`config.mk`:
```
export PLATFORM = sky130hd
export DESIGN_NAME = timer_slot_bank
export DESIGN_NICKNAME = d
export VERILOG_FILES = /design/src/sv/tsb_pkg.sv /design/src/sv/tsb_front.sv /design/src/sv/tsb_queue.sv /design/src/sv/tsb_back.sv /design/src/sv/timer_slot_bank.sv
export SDC_FILE = /design/constraint.sdc
export NUM_CORES = 2
export LEC_CHECK = 0
export BUFFER_PORTS_ARGS = -buffer_cell sky130_fd_sc_hd__buf_4
export CAP_MARGIN = 40
export CORE_UTILIZATION = 45
export CTS_CLUSTER_DIAMETER = 100
export CTS_CLUSTER_SIZE = 28
export DETAILED_ROUTE_END_ITERATION = 6
export PLACE_DENSITY = 0.68
export SETUP_SLACK_MARGIN = 0.1
export SLEW_MARGIN = 20
export SYNTH_ARGS = -nofsm -noshare
export SYNTH_HDL_FRONTEND = slang
export SYNTH_SLANG_ARGS = --single-unit
```
`constraint.sdc`:
```
create_clock -name clk -period 30.5 [get_ports clk]
set_input_delay 4.575 -clock clk [delete_from_list [all_inputs] [get_ports clk]]
set_output_delay 4.575 -clock clk [all_outputs]
set_load 0.1 [all_outputs]
```
`src/sv/tsb_pkg.sv`:
```
package tsb_pkg;

    localparam int SLOTS      = 16;
    localparam int MAX_EVENTS = 16;
    localparam int SLOT_CNT   = (SLOTS < MAX_EVENTS) ? SLOTS : MAX_EVENTS;
    localparam int IDX_W      = (SLOT_CNT > 1) ? $clog2(SLOT_CNT) : 1;

    localparam int MODE_W   = 2;
    localparam int SLOT_W   = 4;
    localparam int SEC_W    = 8;
    localparam int MSEC_W   = 16;
    localparam int TIME_W   = 64;
    localparam int PERIOD_W = 39;

    localparam int NS_PER_SEC_W  = 30;
    localparam int NS_PER_MSEC_W = 20;
    localparam int SEC_PROD_W    = SEC_W + NS_PER_SEC_W;
    localparam int MSEC_PROD_W   = MSEC_W + NS_PER_MSEC_W;

    localparam logic [NS_PER_SEC_W-1:0]  NS_PER_SEC  = 30'd1000000000;
    localparam logic [NS_PER_MSEC_W-1:0] NS_PER_MSEC = 20'd1000000;

    localparam logic [MODE_W-1:0] MODE_START = 2'd0;
    localparam logic [MODE_W-1:0] MODE_STOP  = 2'd1;
    localparam logic [MODE_W-1:0] MODE_TICK  = 2'd2;

    localparam int QUEUE_DEPTH = 4;
    localparam int QPTR_W      = $clog2(QUEUE_DEPTH);
    localparam int QCNT_W      = QPTR_W + 1;

    typedef enum logic [1:0] {
        CMD_START,
        CMD_STOP,
        CMD_TICK
    } cmd_kind_t;

    typedef struct packed {
        cmd_kind_t             kind;
        logic [SLOT_W-1:0]     slot;
        logic                  periodic;
        logic [PERIOD_W-1:0]   period;
        logic [TIME_W-1:0]     now;
    } cmd_t;

endpackage

```
`src/sv/tsb_front.sv`:
```
module tsb_front (
    input  logic                              clk,
    input  logic                              rst_n,
    input  logic                              push,
    output logic                              full,
    input  logic [tsb_pkg::MODE_W-1:0]        mode,
    input  logic [tsb_pkg::SLOT_W-1:0]        slot,
    input  logic [tsb_pkg::SEC_W-1:0]         seconds,
    input  logic [tsb_pkg::MSEC_W-1:0]        milliseconds,
    input  logic                              periodic,
    input  logic [tsb_pkg::TIME_W-1:0]        now,
    output logic                              q_push,
    output tsb_pkg::cmd_t                     q_cmd,
    input  logic                              q_full
);

    logic                                  stage_valid_reg;
    tsb_pkg::cmd_kind_t                    kind_reg;
    logic [tsb_pkg::SLOT_W-1:0]            slot_reg;
    logic                                  periodic_reg;
    logic [tsb_pkg::SEC_PROD_W-1:0]        sec_prod_reg;
    logic [tsb_pkg::MSEC_PROD_W-1:0]       msec_prod_reg;
    logic [tsb_pkg::TIME_W-1:0]            now_reg;

    tsb_pkg::cmd_kind_t                    kind;
    logic                                  in_range;
    logic                                  usable;
    logic                                  accept;
    logic                                  keep;

    assign full     = stage_valid_reg && q_full;
    assign accept   = push && !full;
    assign in_range = ({1'b0, slot} < (tsb_pkg::SLOT_W + 1)'(tsb_pkg::SLOT_CNT));

    // classify the request; unused mode and out-of-range slots are dropped here
    always_comb
    begin
        kind   = tsb_pkg::CMD_TICK;
        usable = 1'b0;
        unique case (mode)
            tsb_pkg::MODE_START:
            begin
                kind   = tsb_pkg::CMD_START;
                usable = in_range;
            end
            tsb_pkg::MODE_STOP:
            begin
                kind   = tsb_pkg::CMD_STOP;
                usable = in_range;
            end
            tsb_pkg::MODE_TICK:
            begin
                kind   = tsb_pkg::CMD_TICK;
                usable = 1'b1;
            end
            default:
            begin
                kind   = tsb_pkg::CMD_TICK;
                usable = 1'b0;
            end
        endcase
    end

    assign keep = accept && usable;

    always_ff @(posedge clk or negedge rst_n)
    begin
        if (!rst_n)
        begin
            stage_valid_reg <= 1'b0;
        end
        else if (!full)
        begin
            stage_valid_reg <= keep;
        end
    end

    always_ff @(posedge clk)
    begin
        if (keep)
        begin
            kind_reg      <= kind;
            slot_reg      <= slot;
            periodic_reg  <= periodic;
            now_reg       <= now;
            sec_prod_reg  <= tsb_pkg::SEC_PROD_W'(seconds)
                             * tsb_pkg::SEC_PROD_W'(tsb_pkg::NS_PER_SEC);
            msec_prod_reg <= tsb_pkg::MSEC_PROD_W'(milliseconds)
                             * tsb_pkg::MSEC_PROD_W'(tsb_pkg::NS_PER_MSEC);
        end
    end

    assign q_push = stage_valid_reg && !q_full;

    always_comb
    begin
        q_cmd.kind     = kind_reg;
        q_cmd.slot     = slot_reg;
        q_cmd.periodic = periodic_reg;
        q_cmd.period   = tsb_pkg::PERIOD_W'(sec_prod_reg)
                         + tsb_pkg::PERIOD_W'(msec_prod_reg);
        q_cmd.now      = now_reg;
    end

endmodule

```
`src/sv/tsb_queue.sv`:
```
module tsb_queue (
    input  logic              clk,
    input  logic              rst_n,
    input  logic              wr_en,
    input  tsb_pkg::cmd_t     wr_data,
    output logic              full,
    input  logic              rd_en,
    output tsb_pkg::cmd_t     rd_data,
    output logic              empty
);

    tsb_pkg::cmd_t                   mem [tsb_pkg::QUEUE_DEPTH];
    logic [tsb_pkg::QPTR_W-1:0]      wr_ptr_reg;
    logic [tsb_pkg::QPTR_W-1:0]      rd_ptr_reg;
    logic [tsb_pkg::QCNT_W-1:0]      count_reg;
    logic [tsb_pkg::QPTR_W-1:0]      wr_ptr_next;
    logic [tsb_pkg::QPTR_W-1:0]      rd_ptr_next;

    localparam logic [tsb_pkg::QPTR_W-1:0] LAST_PTR = tsb_pkg::QPTR_W'(tsb_pkg::QUEUE_DEPTH - 1);
    localparam logic [tsb_pkg::QCNT_W-1:0] DEPTH_CNT = tsb_pkg::QCNT_W'(tsb_pkg::QUEUE_DEPTH);

    assign full    = (count_reg == DEPTH_CNT);
    assign empty   = (count_reg == '0);
    assign rd_data = mem[rd_ptr_reg];

    assign wr_ptr_next = (wr_ptr_reg == LAST_PTR) ? '0 : wr_ptr_reg + 1'b1;
    assign rd_ptr_next = (rd_ptr_reg == LAST_PTR) ? '0 : rd_ptr_reg + 1'b1;

    always_ff @(posedge clk)
    begin
        if (wr_en)
        begin
            mem[wr_ptr_reg] <= wr_data;
        end
    end

    always_ff @(posedge clk or negedge rst_n)
    begin
        if (!rst_n)
        begin
            wr_ptr_reg <= '0;
            rd_ptr_reg <= '0;
            count_reg  <= '0;
        end
        else
        begin
            if (wr_en)
            begin
                wr_ptr_reg <= wr_ptr_next;
            end
            if (rd_en)
            begin
                rd_ptr_reg <= rd_ptr_next;
            end
            if (wr_en && !rd_en)
            begin
                count_reg <= count_reg + 1'b1;
            end
            else if (rd_en && !wr_en)
            begin
                count_reg <= count_reg - 1'b1;
            end
        end
    end

    a_no_overflow: assert property (@(posedge clk) disable iff (!rst_n)
        wr_en |-> !full)
        else $error("queue written while full");

    a_no_underflow: assert property (@(posedge clk) disable iff (!rst_n)
        rd_en |-> !empty)
        else $error("queue read while empty");

    a_count_bound: assert property (@(posedge clk) disable iff (!rst_n)
        count_reg <= DEPTH_CNT)
        else $error("queue count beyond depth");

endmodule

```
`src/sv/tsb_back.sv`:
```
module tsb_back (
    input  logic                          clk,
    input  logic                          rst_n,
    input  tsb_pkg::cmd_t                 q_cmd,
    input  logic                          q_empty,
    output logic                          q_pop,
    output logic                          empty,
    input  logic                          pop,
    output logic [tsb_pkg::SLOT_W-1:0]    fired_slot,
    output logic                          still_armed,
    output logic                          last_of_run
);

    typedef enum logic [1:0] {
        ST_IDLE,
        ST_SCAN,
        ST_FLUSH
    } state_t;

    localparam logic [tsb_pkg::IDX_W-1:0] LAST_IDX = tsb_pkg::IDX_W'(tsb_pkg::SLOT_CNT - 1);

    logic [tsb_pkg::PERIOD_W-1:0]    period_mem [tsb_pkg::SLOT_CNT];
    logic [tsb_pkg::TIME_W-1:0]      fire_mem   [tsb_pkg::SLOT_CNT];

    state_t                          state_reg,      state_next;
    logic [tsb_pkg::SLOT_CNT-1:0]    active_reg,     active_next;
    logic [tsb_pkg::SLOT_CNT-1:0]    periodic_reg,   periodic_next;
    logic [tsb_pkg::IDX_W-1:0]       idx_reg,        idx_next;
    logic [tsb_pkg::TIME_W-1:0]      now_reg,        now_next;
    logic                            pend_valid_reg, pend_valid_next;
    logic [tsb_pkg::IDX_W-1:0]       pend_slot_reg,  pend_slot_next;
    logic                            pend_armed_reg, pend_armed_next;
    logic                            out_valid_reg,  out_valid_next;
    logic [tsb_pkg::SLOT_W-1:0]      out_slot_reg,   out_slot_next;
    logic                            out_armed_reg,  out_armed_next;
    logic                            out_last_reg,   out_last_next;

    logic                            out_free;
    logic                            fire_hit;
    logic                            step;
    logic                            emit;
    logic                            emit_last;
    logic [tsb_pkg::IDX_W-1:0]       start_idx;
    logic                            period_we;
    logic                            fire_we;
    logic [tsb_pkg::IDX_W-1:0]       fire_addr;
    logic [tsb_pkg::TIME_W-1:0]      fire_data;

    assign out_free  = !out_valid_reg || pop;
    assign start_idx = tsb_pkg::IDX_W'(q_cmd.slot);
    assign fire_hit  = active_reg[idx_reg] && (fire_mem[idx_reg] < now_reg);
    assign step      = !(fire_hit && pend_valid_reg && !out_free);

    always_comb
    begin
        state_next      = state_reg;
        active_next     = active_reg;
        periodic_next   = periodic_reg;
        idx_next        = idx_reg;
        now_next        = now_reg;
        pend_valid_next = pend_valid_reg;
        pend_slot_next  = pend_slot_reg;
        pend_armed_next = pend_armed_reg;
        q_pop           = 1'b0;
        emit            = 1'b0;
        emit_last       = 1'b0;
        period_we       = 1'b0;
        fire_we         = 1'b0;
        fire_addr       = idx_reg;
        fire_data       = now_reg + tsb_pkg::TIME_W'(period_mem[idx_reg]);

        unique case (state_reg)
            ST_IDLE:
            begin
                if (!q_empty)
                begin
                    q_pop = 1'b1;
                    unique case (q_cmd.kind)
                        tsb_pkg::CMD_START:
                        begin
                            period_we                = 1'b1;
                            fire_we                  = 1'b1;
                            fire_addr                = start_idx;
                            fire_data                = q_cmd.now
                                                       + tsb_pkg::TIME_W'(q_cmd.period);
                            active_next[start_idx]   = 1'b1;
                            periodic_next[start_idx] = q_cmd.periodic;
                        end
                        tsb_pkg::CMD_STOP:
                        begin
                            active_next[start_idx] = 1'b0;
                        end
                        tsb_pkg::CMD_TICK:
                        begin
                            state_next = ST_SCAN;
                            idx_next   = '0;
                            now_next   = q_cmd.now;
                        end
                        default:
                        begin
                            state_next = ST_IDLE;
                        end
                    endcase
                end
            end
            ST_SCAN:
            begin
                if (step)
                begin
                    if (fire_hit)
                    begin
                        // the previous hit is not the last one of this tick
                        emit            = pend_valid_reg;
                        pend_valid_next = 1'b1;
                        pend_slot_next  = idx_reg;
                        pend_armed_next = periodic_reg[idx_reg];
                        if (periodic_reg[idx_reg])
                        begin
                            fire_we = 1'b1;
                        end
                        else
                        begin
                            active_next[idx_reg] = 1'b0;
                        end
                    end
                    if (idx_reg == LAST_IDX)
                    begin
                        state_next = pend_valid_next ? ST_FLUSH : ST_IDLE;
                    end
                    else
                    begin
                        idx_next = idx_reg + 1'b1;
                    end
                end
            end
            ST_FLUSH:
            begin
                if (out_free)
                begin
                    emit            = 1'b1;
                    emit_last       = 1'b1;
                    pend_valid_next = 1'b0;
                    state_next      = ST_IDLE;
                end
            end
            default:
            begin
                state_next = ST_IDLE;
            end
        endcase

        out_valid_next = out_valid_reg && !pop;
        out_slot_next  = out_slot_reg;
        out_armed_next = out_armed_reg;
        out_last_next  = out_last_reg;
        if (emit)
        begin
            out_valid_next = 1'b1;
            out_slot_next  = tsb_pkg::SLOT_W'(pend_slot_reg);
            out_armed_next = pend_armed_reg;
            out_last_next  = emit_last;
        end
    end

    always_ff @(posedge clk or negedge rst_n)
    begin
        if (!rst_n)
        begin
            state_reg      <= ST_IDLE;
            active_reg     <= '0;
            periodic_reg   <= '0;
            idx_reg        <= '0;
            now_reg        <= '0;
            pend_valid_reg <= 1'b0;
            pend_slot_reg  <= '0;
            pend_armed_reg <= 1'b0;
            out_valid_reg  <= 1'b0;
            out_slot_reg   <= '0;
            out_armed_reg  <= 1'b0;
            out_last_reg   <= 1'b0;
        end
        else
        begin
            state_reg      <= state_next;
            active_reg     <= active_next;
            periodic_reg   <= periodic_next;
            idx_reg        <= idx_next;
            now_reg        <= now_next;
            pend_valid_reg <= pend_valid_next;
            pend_slot_reg  <= pend_slot_next;
            pend_armed_reg <= pend_armed_next;
            out_valid_reg  <= out_valid_next;
            out_slot_reg   <= out_slot_next;
            out_armed_reg  <= out_armed_next;
            out_last_reg   <= out_last_next;
        end
    end

    always_ff @(posedge clk)
    begin
        if (period_we)
        begin
            period_mem[start_idx] <= q_cmd.period;
        end
        if (fire_we)
        begin
            fire_mem[fire_addr] <= fire_data;
        end
    end

    assign empty       = !out_valid_reg;
    assign fired_slot  = out_slot_reg;
    assign still_armed = out_armed_reg;
    assign last_of_run = out_last_reg;

    a_idle_no_pending: assert property (@(posedge clk) disable iff (!rst_n)
        (state_reg == ST_IDLE) |-> !pend_valid_reg)
        else $error("pending event left behind after scan");

    a_flush_has_pending: assert property (@(posedge clk) disable iff (!rst_n)
        (state_reg == ST_FLUSH) |-> pend_valid_reg)
        else $error("flush without a pending event");

    a_run_closes: assert property (@(posedge clk) disable iff (!rst_n)
        (out_valid_reg && !out_last_reg) |-> (state_reg != ST_IDLE))
        else $error("run of events left without a closing event");

    a_oneshot_disarmed: assert property (@(posedge clk) disable iff (!rst_n)
        (state_reg == ST_SCAN && step && fire_hit && !periodic_reg[idx_reg])
        |=> !active_reg[$past(idx_reg)])
        else $error("one-shot slot still armed after firing");

endmodule

```
`src/sv/timer_slot_bank.sv`:
```
// channel   handshake     payload
// input     push / full   mode, slot, seconds, milliseconds, periodic, now
// result    empty / pop   fired_slot, still_armed, last_of_run
//
// start and stop requests pass the front register and the input queue before the slot updates
// a tick is dequeued, then scans one slot a cycle unless stalled; a flush state closes a run
// input queue of 4 requests lets the front keep taking requests while a scan runs
// a held result stalls the scan only when a second hit is found
// reset clears armed and periodic marks; period is written on start, fire time on start and periodic hits
module timer_slot_bank (
    input  logic                              clk,
    input  logic                              rst_n,
    input  logic                              push,
    output logic                              full,
    input  logic [tsb_pkg::MODE_W-1:0]        mode,
    input  logic [tsb_pkg::SLOT_W-1:0]        slot,
    input  logic [tsb_pkg::SEC_W-1:0]         seconds,
    input  logic [tsb_pkg::MSEC_W-1:0]        milliseconds,
    input  logic                              periodic,
    input  logic [tsb_pkg::TIME_W-1:0]        now,
    output logic                              empty,
    input  logic                              pop,
    output logic [tsb_pkg::SLOT_W-1:0]        fired_slot,
    output logic                              still_armed,
    output logic                              last_of_run
);

    logic             q_push;
    logic             q_full;
    logic             q_pop;
    logic             q_empty;
    tsb_pkg::cmd_t    q_wr_cmd;
    tsb_pkg::cmd_t    q_rd_cmd;

    tsb_front u_front (
        .clk          (clk),
        .rst_n        (rst_n),
        .push         (push),
        .full         (full),
        .mode         (mode),
        .slot         (slot),
        .seconds      (seconds),
        .milliseconds (milliseconds),
        .periodic     (periodic),
        .now          (now),
        .q_push       (q_push),
        .q_cmd        (q_wr_cmd),
        .q_full       (q_full)
    );

    tsb_queue u_queue (
        .clk     (clk),
        .rst_n   (rst_n),
        .wr_en   (q_push),
        .wr_data (q_wr_cmd),
        .full    (q_full),
        .rd_en   (q_pop),
        .rd_data (q_rd_cmd),
        .empty   (q_empty)
    );

    tsb_back u_back (
        .clk         (clk),
        .rst_n       (rst_n),
        .q_cmd       (q_rd_cmd),
        .q_empty     (q_empty),
        .q_pop       (q_pop),
        .empty       (empty),
        .pop         (pop),
        .fired_slot  (fired_slot),
        .still_armed (still_armed),
        .last_of_run (last_of_run)
    );

endmodule
```
# After elaboration in Yosys (flattened, before gate mapping)
# Memories as Yosys holds them, arrays and structs flattened.
# Index checks and enable logic that the tools add are counted.
[word_totals]
mem_bits_rw = 2088
ff_bits = 253
wordCells = 169
mem_count = 3
[classes]
magnitude_cmp = 5
add_sub_neg = 8
n_bitwise = 7
multipliers = 2
muxes = 66
n_eq_ne = 20
reduce_logical = 36
[mem_list]
columns = ["name", "depth", "width", "rd", "rd_clocked_by_memory_dff", "write_ports", "line", "text"]
rows = [
  ["u_back.fire_mem", 16, 64, 1, 0, 1, "tsb_back.sv:23", "logic [tsb_pkg::TIME_W-1:0] fire_mem [tsb_pkg::SLOT_CNT];"],
  ["u_back.period_mem", 16, 39, 1, 0, 1, "tsb_back.sv:22", "logic [tsb_pkg::PERIOD_W-1:0] period_mem [tsb_pkg::SLOT_CNT];"],
  ["u_queue.mem", 4, 110, 1, 0, 1, "tsb_queue.sv:12", "tsb_pkg::cmd_t mem [tsb_pkg::QUEUE_DEPTH];"],
]
[op_table]
columns = ["operator", "n"]
rows = [
  ["2-to-1 mux 64 bit", 3],
  ["adder 64 x 39 -> 64 bit", 2],
  ["less-than comparator 64 bit", 1],
  ["2-to-1 mux 16 bit", 4],
  ["case mux 16 bit (2 select lines)", 2],
  ["adder 38 x 36 -> 39 bit", 1],
  ["bitwise AND 16 bit", 2],
  ["inverter 16 bit", 2],
  ["multiplier 16 x 14 -> 30 bit (second input constant)", 1],
  ["multiplier 8 x 21 -> 29 bit (second input constant)", 1],
  ["2-to-1 mux 1 bit", 29],
  ["2-to-1 mux 4 bit", 7],
  ["bitwise mux 16 bit", 1],
  ["bitwise OR 16 bit", 1],
  ["2-to-1 mux 2 bit", 7],
  ["logical AND 1 bit", 12],
  ["!= test 2 bit (second input constant)", 6],
  ["AND reduction 3 bit", 4],
  ["equality test 2 bit (second input constant)", 5],
  ["less-than comparator 4 x 5 -> 1 bit (second input constant)", 2],
  ["AND reduction 5 bit", 2],
  ["binary-select mux 1 bit (select 4 bit)", 2],
  ["demux 1 bit (select 4 bit)", 2],
  [">= comparator 4 x 1 -> 1 bit (second input constant)", 2],
  ["23 further kinds", 43],
]

# Depth between registers and ports, before layout
[logic_depth]
word_depth = 11
ltp_mapped = 21
depth_no_buf = 21

# By module
# From an unflattened synthesis, not the netlist that was laid out.
[hier_totals]
cells_unflattened = 5516
area_unflattened_um2 = 102341.9
[by_module_without_submodules]
columns = ["mod", "seq_area_each_um2", "n_inst", "area_each_um2", "cells_per_inst"]
rows = [
  ["tsb_back", 52365.2, 1, 73895.9, 3827],
  ["tsb_queue", 13387.8, 1, 16325.7, 612],
  ["tsb_front", 3928.8, 1, 12120.4, 1077],
]

# Worst setup path before layout
# No wires, ideal clock.
[synth_timing]
kind = "in2reg"
from = "input mode[1] (netlist name)"
to = "register u_front.kind_reg[0], enable pin"
stages = 3
setup_time_ps = 622
path_buffers = 0
t_arrival_ps = 10118
setup_slack_ps = 19760
required_ps = 29878
path_cell_list = "nand2_1 -> nand2_1 -> nor2_1"
[synth_via]
elab_chain_cells = 4
[synth_lines]
columns = ["element", "line", "text"]
rows = [
  ["start: declaration", "timer_slot_bank.sv:15", "input logic [tsb_pkg::MODE_W-1:0] mode,"],
  ["equality test 2 x 1 -> 1 bit (tied with other cells)", "tsb_front.sv:40", "unique case (mode)"],
  ["OR reduction 3 bit (no source line) *", "--", ""],
  ["2-to-1 mux 1 bit *", "tsb_front.sv:40", ""],
  ["logical AND 1 bit *", "tsb_front.sv:64", "assign keep = accept && usable;"],
  ["net u_front.keep", "tsb_front.sv:29", "logic keep;"],
  ["end signal: assignment", "tsb_front.sv:82", "kind_reg <= kind;"],
  ["end: declaration", "tsb_front.sv:18", "tsb_pkg::cmd_kind_t kind_reg;"],
]
# Mark *: on every way through the listed nets, which the timed path passes. The rest lies on a longest branch.
# A chain may end at the register's enable or synchronous reset.

# Final worst setup path
[layout_timing]
from = "register u_back.idx_reg[1] (netlist name)"
to = "memory u_back.fire_mem[12][57] (netlist name) (data pin)"
[layout_via]
elab_chain_cells = 5
[layout_lines]
columns = ["element", "line", "text"]
rows = [
  ["start: declaration", "tsb_back.sv:28", "logic [tsb_pkg::IDX_W-1:0] idx_reg, idx_next;"],
  ["start signal: assignment", "tsb_back.sv:187", "idx_reg <= idx_next;"],
  ["memory (16 x 39 bit) *", "--", ""],
  ["adder 64 x 39 -> 64 bit *", "tsb_back.sv:70", "fire_data = now_reg + tsb_pkg::TIME_W'(period_mem[idx_reg]);"],
  ["2-to-1 mux 64 bit", "tsb_back.sv:78", "unique case (q_cmd.kind)"],
  ["2-to-1 mux 64 bit", "tsb_back.sv:75", "if (!q_empty)"],
  ["2-to-1 mux 64 bit *", "tsb_back.sv:72", "unique case (state_reg)"],
  ["net u_back.fire_data, one bit", "tsb_back.sv:47", "logic [tsb_pkg::TIME_W-1:0] fire_data;"],
  ["end: declaration", "tsb_back.sv:23", ""],
]
# Marked as above.

==> impl_metrics.tcl <==
set metrics [dict create \
    status "finished, final reports clean" \
    cts_buffer_depth 3 \
    antenna_found_initial 4 \
    synth-edff-count 2098 \
    yosysTopAreaCell "edfxtp_1" \
    slew_headroom_pct 37.0 \
    track_usage_pct 20.4 \
    hold_class "register to register" \
    vias 49496 \
    postCtsHoldBufs 0 \
    synth_area_leaders "edfxtp_1, mux4_2, ha_1" \
    power.share.clock_pct 12.4 \
    synth_area_um2 96800 \
    timing.setup.tns_ns 0 \
    insertion_delay_ns 0.81 \
    synth_seq_cells 2221 \
    syn_avg_cell_area_um2 18.5 \
    peakVddDrop_v 0.0000991 \
    synth-compound-area-share_pct 3.98 \
    ctsResizeCount 0 \
    required_ns 31.15 \
    min-delay-start "u_front.now_reg[18]$_DFFE_PP_" \
    ant_nets 0 \
    min_period_ns 9.28 \
    core_um2 213000 \
    cts_buffers 90 \
    yosysSeqAreaShare_pct 68.3 \
    layout.nets 5965 \
    synthCells 5239 \
    grt_overflow 0 \
    synthAdderAreaFrac_pct 6.62 \
    pwr-share-comb_pct 46.5 \
    final_cell_mix "edfxtp_1, mux4_2, ha_1" \
    hold_slack_ns 0.499 \
    hold_viol_final 0 \
    crit_arrival_ns 9.93 \
    crit_type "register to register" \
    crit_path_cell_trace "buf_12, buf_4, buf_4, buf_4, mux4_2, mux4_2, ha_1, and3_1, nand3_1, nor4_1, o311ai_0, a211o_1, a31oi_1, o21ai_1, buf_4, nor4_1, xnor2_1, mux2i_1, buf_2" \
    fin_util_pct 49.5 \
    htreeDepth 3 \
    postCtsSetupRepairBufs 0 \
    post-route-period-util_pct 30.4 \
    synthesis.nets 5786 \
    critical-path-slowest-cell "dfrtp_4" \
    hpwl_um 141000 \
    max_freq_mhz 108 \
    route.detailed.drc 0 \
    synth_top_family_by_area "multiplexers" \
    reg_top3 "u_back.fire_mem x1024, u_back.period_mem x528, u_queue.mem x416" \
    max_cap_viol_count 0 \
    grt_max_degree 121 \
    drive_above_1_share_pct 19.8 \
    grt_pass1_vias 49507 \
    grt_pass1_wl_um 329000 \
    area_growth_pct 8.82 \
    async_reset_ff_share_pct 5.54 \
    pin_count 107 \
    largest_register "u_back.fire_mem" \
    seqPwrFrac_pct 41.1 \
    final_common_cell "edfxtp_1" \
    synth_flop_cell "edfxtp_1" \
    io_buffers 106 \
    crit_path_max_fanout 120 \
    placed_cell_area_um2 102000 \
    largest_reg_flops 1024 \
    worst_path_most_repeated_cell "buf_4" \
    p_sw_share_pct 37.9 \
    fin_area_um2 105000 \
    worstSetupEndpointType "register" \
    crit_start "u_back.idx_reg[1]$_DFFE_PN0P_" \
    power.leakage_nw 35.2 \
    r2r-start "u_back.idx_reg[1]$_DFFE_PN0P_" \
    die_h_um 466 \
    dr.pass1.iters 6 \
    yosysWarnings 0 \
    ys_types 77 \
    drv_slew 0 \
    p_per_area_nw_per_um2 115 \
    cts_root_buf "clkbuf_16" \
    fin_worst_skew_ns 0.0591 \
    gp_congestion 0.900 \
    initial_core_util_pct 45.5 \
    drt_iter0_drc 5326 \
    die_x_um 466 \
    setup.worst_path.start_class "register" \
    cts.sinks 2221 \
    r2r_setup_slack_ns 21.22 \
    synth_xor_area_share_pct 1.48 \
    setup_viol_count_final 0 \
    avgRoutedWirePerCell_um 26.7 \
    clkSlewWorstSetupHoldPaths_ns 0.12 \
    switching_power_mw 4.60 \
    core.rowCount 169 \
    viasPerCell 5.96 \
    wirelength_um 222000 \
    yosys.area_share.simple_pct 3.38 \
    cp_slowest_stage_delay_ns 0.89 \
    fp.dieArea_um2 217000 \
    cts_tree "done" \
    internal_power_mw 7.52 \
    worst_slew_pin_slew_ns 0.921 \
    rsz0062_at_grt "no" \
    synth_mux_area_share_pct 14.4 \
    synth.top_cell.area_share_pct 65.1 \
]
-- metrics by stage --
stage / cells / total power [mW] / worst slack (ns)
6_report: 8310 / 12.1 / 21.22
5_1_grt: 8307 / 12.7 / 20.92
4_1_cts: 8290 / 12.1 / 21.29
3_5_place_dp: 8130 / 10.6 / 20.47
3_3_place_gp: 8081 / 10.3 / 20.52
2_1_floorplan: 5239 / 8.66 / 19.76
-- final cells by class --
cell class,instances,area (um2)
multi-input cells,2547,29200
well taps,2821,3530
repair buffers,282,2700
fillers,17107,108000
diodes,3,7.51
clock inverters,13,205
flip-flops and latches,2221,66100
inverters,276,1040
clock buffers,147,2510
-- worst max-delay path, delay by kind of cell (launching register included) --
family	cells	cell delay, ns
xor+xnor	1	0.12
fa+ha+maj	1	0.39
compound gates	4	1.56
flops	1	0.89
buf+inv	6	3.31
simple gates	4	1.14
mux	3	1.55
-- path summary, 6_finish.rpt --
kind,to,depth (start not counted)
setup / recovery,u_back.fire_mem[12][57]$_DFFE_PP_,19
hold / removal,u_queue.mem[3][18]$_DFFE_PP_,0
setup reg to reg,u_back.fire_mem[12][57]$_DFFE_PP_,19
hold reg to reg,u_queue.mem[3][18]$_DFFE_PP_,0
max in group asynchronous,u_back.idx_reg[2]$_DFFE_PN0P_,3
min in group asynchronous,u_back.now_reg[56]$_DFFE_PN0P_,1
-- kinds of logic (layout without fill, tap and decap cells) --
group,count (synthesis),in the layout
AOI/OAI and AO/OA,612,612
xor gates and xnor gates,164,164
adders and majority gates,448,448
buffers and inverters,471,718
DFF,2221,2221
muxes,644,644
other,0,3
and+or+nand+nor,679,679
-- routing by layer --
metal,GRT usage [%],vias to the layer above,routed length [um]
met4,3.53,0,3060
met2,32.1,1820,105000
met1,31.1,26305,98100
li1,-,21208,-
met5,0,-,0
met3,2.54,163,16200
-- synth_stat cells (11+ instances only) --
library cell / n
edfxtp_1: 2098
mux4_2: 597
ha_1: 341
inv_1: 276
nand2_1: 214
o21ai_0: 176
a21oi_1: 157
clkbuf_1: 146
nor2_1: 143
dfrtp_1: 123
fa_1: 107
xnor2_1: 106
a21o_1: 73
nand3_1: 68
xor2_1: 58
nor3_1: 54
buf_1: 36
nand4_1: 32
o21a_1: 32
mux2_2: 30
and3_1: 25
nand2b_1: 25
o211ai_1: 23
nor2b_1: 22
or3_1: 21
a31oi_1: 20
and2_1: 19
a211oi_1: 18
mux2i_1: 17
o21bai_1: 16
o31ai_1: 14
buf_2: 12
nor4_1: 12
o311ai_0: 12
or2_2: 11
-- power by group through the flow --
stage | Clock (mW) | Combinational, mW | Sequential (mW)
after CTS | 1.52 | 5.58 | 4.99
after floorplan | 0 | 3.66 | 5.00
final | 1.50 | 5.63 | 4.98
after global routing | 1.61 | 6.11 | 5.02
after global placement | 0 | 5.29 | 5.05
after detailed placement | 0 | 5.55 | 5.06
No activity file was read; power rests on OpenSTA's default activity.
